## config.mk

```make
export PLATFORM = sky130hd
export DESIGN_NAME = mother_vertex_finder
export DESIGN_NICKNAME = d
export VERILOG_FILES = /design/src/design/mvf_pkg.sv /design/src/design/mvf_adj_store.sv /design/src/design/mvf_dfs.sv /design/src/design/mother_vertex_finder.sv
export SDC_FILE = /design/constraint.sdc
export NUM_CORES = 1
export LEC_CHECK = 0
export ABC_AREA = 1
export BUFFER_PORTS_ARGS = -buffer_cell sky130_fd_sc_hd__buf_2
export CORE_MARGIN = 2
export CORE_UTILIZATION = 60
export DETAILED_ROUTE_END_ITERATION = 12
export PLACE_DENSITY = 0.83
export RECOVER_POWER = 50
export SLEW_MARGIN = 30
export SYNTH_ARGS = -nofsm -noshare
export SYNTH_HDL_FRONTEND = slang
export SYNTH_SLANG_ARGS = --single-unit
```

## constraint.sdc

```tcl
create_clock -name clk -period 5.9 [get_ports clk]
set_input_delay 0.59 -clock clk [delete_from_list [all_inputs] [get_ports clk]]
set_output_delay 0.59 -clock clk [all_outputs]
set_load 0.03 [all_outputs]
```

## src/design/mvf_pkg.sv

```systemverilog
`timescale 1ns / 1ps

package mvf_pkg;

	localparam int NUM_VERTICES_DEF = 8;
	localparam int ROW_INDEX_W = 3;
	localparam int ROW_BITS_W = 8;
	localparam int MOTHER_W = 3;

	typedef struct packed {
		logic [ROW_INDEX_W-1:0] row_index;
		logic [ROW_BITS_W-1:0]  row_bits;
		logic                   last_row;
	} item_t;

	typedef struct packed {
		logic                found;
		logic [MOTHER_W-1:0] mother;
	} result_t;

	// row write toward the adjacency store
	typedef struct packed {
		logic                   en;
		logic [ROW_INDEX_W-1:0] idx;
		logic [ROW_BITS_W-1:0]  bits;
	} adj_wr_t;

	// search status toward the output register
	typedef struct packed {
		logic    done;
		result_t res;
	} dfs_status_t;

endpackage

```

## src/design/mvf_adj_store.sv

```systemverilog
`timescale 1ns / 1ps

module mvf_adj_store #(
	parameter int N = mvf_pkg::NUM_VERTICES_DEF,
	localparam int SW = (N > 1) ? $clog2(N) : 1
) (
	input  logic              clk,
	input  mvf_pkg::adj_wr_t  wr,
	input  logic [SW-1:0]     rd_addr,
	output logic [N-1:0]      rd_data
);

	logic [N-1:0] mem [N];

	logic [SW+mvf_pkg::ROW_INDEX_W-1:0] idx_ext;
	logic [N+mvf_pkg::ROW_BITS_W-1:0]   bits_ext;
	logic                               in_range;

	assign idx_ext  = (SW + mvf_pkg::ROW_INDEX_W)'(wr.idx);
	assign bits_ext = (N + mvf_pkg::ROW_BITS_W)'(wr.bits);
	// rows past the last vertex are dropped
	assign in_range = (32'(wr.idx) < 32'(N));

	always_ff @(posedge clk) begin
		if (wr.en && in_range) begin
			mem[idx_ext[SW-1:0]] <= bits_ext[N-1:0];
		end
		rd_data <= mem[rd_addr];
	end

endmodule

```

## src/design/mvf_dfs.sv

```systemverilog
`timescale 1ns / 1ps

module mvf_dfs #(
	parameter int N = mvf_pkg::NUM_VERTICES_DEF,
	localparam int SW = (N > 1) ? $clog2(N) : 1,
	localparam int DW = $clog2(N + 1)
) (
	input  logic                 clk,
	input  logic                 arst_n,
	input  logic                 launch,
	output logic                 busy,
	output logic [SW-1:0]        adj_addr,
	input  logic [N-1:0]         adj_data,
	output mvf_pkg::dfs_status_t status
);

	typedef enum logic [6:0] {
		S_IDLE = 7'b0000001,
		S_SCAN = 7'b0000010,
		S_WAIT = 7'b0000100,
		S_EXP  = 7'b0001000,
		S_STK  = 7'b0010000,
		S_LOAD = 7'b0100000,
		S_FIN  = 7'b1000000
	} state_t;

	state_t         state_q;
	logic [N-1:0]   visited_q;
	logic [DW-1:0]  depth_q;
	logic [DW-1:0]  v_q;
	logic [SW-1:0]  top_q;
	logic [SW-1:0]  cand_q;
	logic           pass_q;

	logic [SW-1:0]  stk_mem [N];
	logic [SW-1:0]  stk_rd_q;
	logic           stk_we;
	logic [SW-1:0]  stk_waddr;
	logic [SW-1:0]  stk_wdata;

	logic [SW-1:0]  v_idx;
	logic [DW-1:0]  depth_m1;
	logic [N-1:0]   open_set;
	logic [N-1:0]   low_bit;
	logic [SW-1:0]  k_idx;
	logic           scan_end;
	logic           root_hit;
	logic           push;
	logic [SW+mvf_pkg::MOTHER_W-1:0] cand_ext;

	assign v_idx    = v_q[SW-1:0];
	assign depth_m1 = depth_q - DW'(1);
	assign open_set = adj_data & ~visited_q;
	assign low_bit  = open_set & (~open_set + N'(1));
	assign scan_end = (v_q == DW'(N));
	assign root_hit = (state_q == S_SCAN) && !scan_end && !visited_q[v_idx];
	assign push     = (state_q == S_EXP) && (open_set != '0) && (depth_q < DW'(N));

	always_comb begin
		k_idx = '0;
		for (int i = 0; i < N; i++) begin
			if (low_bit[i]) begin
				k_idx = k_idx | SW'(i);
			end
		end
	end

	// stack write: tree root at the bottom, or a push of a new successor
	always_comb begin
		stk_we    = 1'b0;
		stk_waddr = '0;
		stk_wdata = k_idx;
		if (state_q == S_SCAN && scan_end) begin
			stk_we    = 1'b1;
			stk_wdata = cand_q;
		end else if (root_hit) begin
			stk_we    = 1'b1;
			stk_wdata = v_idx;
		end else if (push) begin
			stk_we    = 1'b1;
			stk_waddr = depth_q[SW-1:0];
		end
	end

	always_ff @(posedge clk) begin
		if (stk_we) begin
			stk_mem[stk_waddr] <= stk_wdata;
		end
		stk_rd_q <= stk_mem[depth_m1[SW-1:0]];
	end

	always_ff @(posedge clk or negedge arst_n) begin
		if (!arst_n) begin
			state_q   <= S_IDLE;
			visited_q <= '0;
			depth_q   <= '0;
			v_q       <= '0;
			top_q     <= '0;
			cand_q    <= '0;
			pass_q    <= 1'b0;
		end else begin
			unique case (state_q)
				S_IDLE: begin
					if (launch) begin
						visited_q <= '0;
						v_q       <= '0;
						cand_q    <= '0;
						pass_q    <= 1'b0;
						state_q   <= S_SCAN;
					end
				end
				S_SCAN: begin
					if (scan_end) begin
						visited_q <= N'(1) << cand_q;
						pass_q    <= 1'b1;
						depth_q   <= DW'(1);
						top_q     <= cand_q;
						state_q   <= S_WAIT;
					end else if (visited_q[v_idx]) begin
						v_q <= v_q + DW'(1);
					end else begin
						visited_q <= visited_q | (N'(1) << v_idx);
						cand_q    <= v_idx;
						depth_q   <= DW'(1);
						top_q     <= v_idx;
						state_q   <= S_WAIT;
					end
				end
				S_WAIT: begin
					state_q <= S_EXP;
				end
				S_EXP: begin
					if (open_set != '0) begin
						visited_q <= visited_q | low_bit;
						if (push) begin
							depth_q <= depth_q + DW'(1);
							top_q   <= k_idx;
							state_q <= S_WAIT;
						end
					end else if (depth_q == DW'(1)) begin
						depth_q <= '0;
						if (pass_q) begin
							state_q <= S_FIN;
						end else begin
							v_q     <= v_q + DW'(1);
							state_q <= S_SCAN;
						end
					end else begin
						depth_q <= depth_m1;
						state_q <= S_STK;
					end
				end
				S_STK: begin
					state_q <= S_LOAD;
				end
				S_LOAD: begin
					top_q   <= stk_rd_q;
					state_q <= S_WAIT;
				end
				S_FIN: begin
					state_q <= S_IDLE;
				end
				default: begin
					state_q <= S_IDLE;
				end
			endcase
		end
	end

	assign busy     = (state_q != S_IDLE);
	assign adj_addr = top_q;
	assign cand_ext = (SW + mvf_pkg::MOTHER_W)'(cand_q);

	always_comb begin
		status.done       = (state_q == S_FIN);
		status.res.found  = (visited_q == '1);
		status.res.mother = status.res.found ? cand_ext[mvf_pkg::MOTHER_W-1:0] : '0;
	end

endmodule

```

## src/design/mother_vertex_finder.sv

```systemverilog
`timescale 1ns / 1ps

// Mother vertex finder for a directed graph of NUM_VERTICES vertices.
//
// Input channel: start / busy / item. A word is taken at a rising edge with
// start high and busy low. Each word carries one adjacency row (row_index,
// row_bits) that goes into the row store in that cycle; rows persist across
// searches. A row word without last_row gives no result, so rows can stream in
// back to back.
// A word with last_row set stores its row and then starts the search; busy
// is high until it ends. The search is a two-pass depth-first walk with an
// explicit stack: pass one covers the graph as a forest in vertex order and
// keeps the last tree root, pass two walks from that root. Every vertex step
// goes through the row store read and every pop through the stack read; done
// pulses as busy goes low again.
// Output channel: done / result. One done pulse per last_row word, result
// valid only in that cycle; found=0 reports mother=0. The receiver cannot
// stall; a new word may be taken in the cycle of the done pulse.
// Reset (arst_n low) returns to idle with no pending result; stored rows are
// undefined until written.

module mother_vertex_finder #(
	parameter int NUM_VERTICES = mvf_pkg::NUM_VERTICES_DEF
) (
	input  logic             clk,
	input  logic             arst_n,
	input  logic             start,
	output logic             busy,
	input  mvf_pkg::item_t   item,
	output logic             done,
	output mvf_pkg::result_t result
);

	localparam int SW = (NUM_VERTICES > 1) ? $clog2(NUM_VERTICES) : 1;

	logic                 accept;
	mvf_pkg::adj_wr_t     adj_wr;
	logic [SW-1:0]        adj_addr;
	logic [NUM_VERTICES-1:0] adj_data;
	mvf_pkg::dfs_status_t status;
	logic                 done_q;
	mvf_pkg::result_t     result_q;

	// a word is taken only while the search engine is idle
	assign accept = start && !busy;

	always_comb begin
		adj_wr.en   = accept;
		adj_wr.idx  = item.row_index;
		adj_wr.bits = item.row_bits;
	end

	mvf_adj_store #(.N(NUM_VERTICES)) u_adj (
		.clk     (clk),
		.wr      (adj_wr),
		.rd_addr (adj_addr),
		.rd_data (adj_data)
	);

	// row write lands at the accept edge, before the first search read
	mvf_dfs #(.N(NUM_VERTICES)) u_dfs (
		.clk      (clk),
		.arst_n   (arst_n),
		.launch   (accept && item.last_row),
		.busy     (busy),
		.adj_addr (adj_addr),
		.adj_data (adj_data),
		.status   (status)
	);

	// result register: one-cycle strobe
	always_ff @(posedge clk or negedge arst_n) begin
		if (!arst_n) begin
			done_q <= 1'b0;
		end else begin
			done_q <= status.done;
		end
	end

	always_ff @(posedge clk) begin
		if (status.done) begin
			result_q <= status.res;
		end
	end

	assign done   = done_q;
	assign result = result_q;

endmodule

```

==> impl_metrics.py <==
metrics = {
    "clock_tree": {
        "htreeDepth": 4,
        "clk_latency_ns": 0.53,
        "postCtsSetupRepairBufs": 0,
        "cts.sinks": 134,
        "clock_path_buffers": 2,
        "postCtsHoldBufs": 0,
        "ctsResizeCount": 0,
        "clock-root-buffer": "clkbuf_8",
        "cts_buffers": 17,
        "cts_tree": "built",
        "clk_pin_slew_ns": 0.06,
    },
    "worst_hold_path": {
        "hold_depth": 1,
        "hold_end": "u_adj.mem[6][7]",
        "hold_class": "primary input to register",
        "worstHoldStart": "item[8]",
    },
    "worst_setup_path": {
        "crit-reg2reg-launch": "u_dfs.v_q[0]",
        "reg2reg_slack_ns": 2.92,
        "crit_arrival_ns": 3.18,
        "worst-r2r-cell-count": 9,
        "crit_chain": "inv_1 > ha_1 > nand3_1 > inv_1 > nand2_1 > nand2_1 > inv_2 > nand4_1 > nor2_1",
        "cp_slowest_stage_delay_ns": 0.60,
        "cp_top_family": "simple AND/OR/NAND/NOR gates",
        "required_ns": 6.10,
        "start_kind": "register",
        "path_max_fanout": 12,
        "critical_path_class": "register to register",
        "worst-path-buf-inv": 3,
        "r2r_end": "u_dfs.stk_mem[6][2]",
        "critPathSlowestCell": "dfrtp_1",
        "end_kind": "register",
    },
    "synthesis": {
        "synthTopCellsByCount": "174 x nand2_1, 98 x nor2_1, 92 x edfxtp_1",
        "syn-mean-instance-area_sq_um": 9.56,
        "ys_seq_area_share_pct": 57.9,
        "yosys.area_share.simple_pct": 26.8,
        "synth-edff-count": 92,
        "synthDominantCellAreaShare_pct": 42.5,
        "synth.area.mux_share_pct": 0,
        "ys.flop_type": "edfxtp_1",
        "async_flop_share_pct": 23.1,
        "synth-adder-area-share_pct": 1.73,
        "yosys-top-cells-area": "edfxtp_1 43%, dfrtp_1 12%, nand2_1 10%",
        "synth_warnings": 0,
        "ys_ff_latch": 134,
        "synth_compound_area_share_pct": 8.25,
        "syn_inst": 679,
        "synth_cell_types": 42,
        "yosysMostFrequentCell": "nand2_1",
        "synth_top_family_by_area": "simple AND/OR/NAND/NOR gates",
        "synth_area_sq_um": 6490,
        "synth_fp_nets": 703,
        "synth_xor_xnor_area_share_pct": 0.405,
        "synth_top_area_cell": "edfxtp_1",
    },
    "sta": {
        "hold_viol": 0,
        "worstMarginPinSlew_ns": 1.71,
        "slew_violations": 32,
        "fmax_ghz": 0.335,
        "min_period_over_period_pct": 50.6,
        "rsz0062_at_grt": "no",
        "fin_tns_setup_ns": 0,
        "hold_slack_ns": 0.435,
        "slew_headroom_pct": -14.3,
        "fin_ws_ns": 2.92,
        "fin_worst_skew_ns": 0.00715,
        "setup_violations": 0,
        "fin_crit_ns": 2.98,
    },
    "job": {
        "max_cap_violations": 1,
    },
    "die": {
        "chipWidth_um": 108,
        "start_util_pct": 62.3,
        "design.die.area_sq_um": 11700,
        "rows": 37,
        "core_area_sq_um": 10400,
        "io_pins": 21,
        "fp.dieH_um": 108,
    },
    "global_routing": {
        "grt_max_degree": 35,
        "first_global_vias": 4969,
        "grt_pass1_wl_um": 23600,
        "antenna_found_initial": 0,
        "groute.usage.overall_pct": 26.7,
        "gr-total-overflow": 0,
    },
    "cells_and_area": {
        "syn_to_final_growth_pct": 10.5,
        "drive_gt1_share_pct": 12.8,
        "layout.nets": 721,
        "diodes": 0,
    },
    "route": {
        "route.detailed.drc": 0,
        "drtPass1Iterations": 5,
        "via_count": 4991,
        "drt-initial-drc-count": 316,
        "viasPerCell": 5.90,
        "wirelength_um": 14400,
        "wl_per_cell_um": 17.1,
        "ant_nets": 0,
    },
    "power_and_ir_drop": {
        "p_per_area_nw_per_um2": 414,
        "ir_worst_vdd_uv": 240,
        "leakage_nw": 2.97,
        "finalPower_mw": 2.97,
    },
    "placed_design": {
        "portBuffers": 20,
        "dp_hpwl_um": 10100,
        "routabilityCongestion": 1.00,
        "pre_cts_ws_ns": 3.27,
    },
    "status": {
        "status": "finished, violations left",
        "failed_checks": "max-capacitance violations, max-slew violations",
    },
}
final cells by class:
cell class                      instances  area [sq um]
Timing Repair Buffer                   20          82.6
Inverter                               53           208
Clock buffer                           18           418
Sequential cell                       134          3760
Fill cell                             768          3240
Clock inverter                         14           126
Tap cell                              136           170
Multi-Input combinational cell        471          2410
kinds of logic after synthesis:
kind of cell / count (synthesis)
flip-flops: 134
adder cells (fa/ha/maj): 9
XOR/XNOR: 3
buffers and inverters: 74
AO/OA/AOI/OAI: 85
AND/OR/NAND/NOR: 374
state kept, by name, indices dropped and copies added, names as in the netlist:
signal,cells
result,4
u_dfs.pass_q,1
done,1
u_dfs.visited_q,8
u_dfs.cand_q,3
u_dfs.stk_mem,24
u_dfs.state_q,7
u_adj.rd_data,8
u_dfs.stk_rd_q,3
u_adj.mem,64
u_dfs.depth_q,4
u_dfs.v_q,4
u_dfs.adj_addr,3
report_power, final:
part           switching, mW  internal [mW]
clock                  0.402          0.560
combinational          0.558          0.242
sequential            0.0957           1.11
how the worst max path moves through the flow:
stage | start | to | depth (start not counted) | slack (ns)
after detailed placement | u_dfs.state_q[0] | u_adj.mem[4][2] | 6 | 3.27
after floorplan | u_dfs.state_q[0] | u_adj.mem[0][0] | 6 | 3.64
after CTS | u_dfs.state_q[0] | u_adj.mem[3][1] | 6 | 3.25
after global placement | u_dfs.state_q[0] | u_adj.mem[1][2] | 6 | 3.38
after global routing | u_dfs.state_q[0] | u_dfs.adj_addr[0] | 10 | 2.67
final | u_dfs.v_q[0] | u_dfs.stk_mem[6][2] | 9 | 2.92
metal layers:
metal  part of all wire (%)  track usage, %
met3                    7.3            4.70
met1                     40            33.2
met5                      0               0
met2                     49            45.1
met4                    3.2            13.6
stage by stage:
step | std cells | cell area [sq um] | util [%]
floorplan | 679 | 6490 | -
global placement | 814 | 6660 | 63.9
detailed placement | 814 | 6660 | 63.9
CTS | 846 | 7200 | 69.2
global route | 846 | 7180 | 68.9
finish | 846 | 7180 | 68.9
cell usage in the layout, fill, tap and decap left out, types with 2 or more instances in the layout:
master	n
buf_2	6
nand3_1	39
o211ai_1	2
dfrtp_1	30
nor2_2	5
clkinvlp_4	3
clkbuf_16	16
a22oi_1	2
inv_1	41
nor2_8	2
edfxtp_1	92
nand2_4	5
dfxtp_1	11
nand2_2	9
a21oi_1	10
clkinv_1	3
o32ai_1	22
nand2_1	177
nor2_1	100
nand4_1	9
nor2_4	3
clkbuf_1	15
o21ai_0	44
ha_1	9
nor4_1	2
nor3_1	4
xor2_1	2
nand3_2	6
nand4_2	2
inv_2	8
clkinv_4	4
nor3_2	9
o21ai_1	3
inv_6	4
No activity file was read; power rests on OpenSTA's default activity.
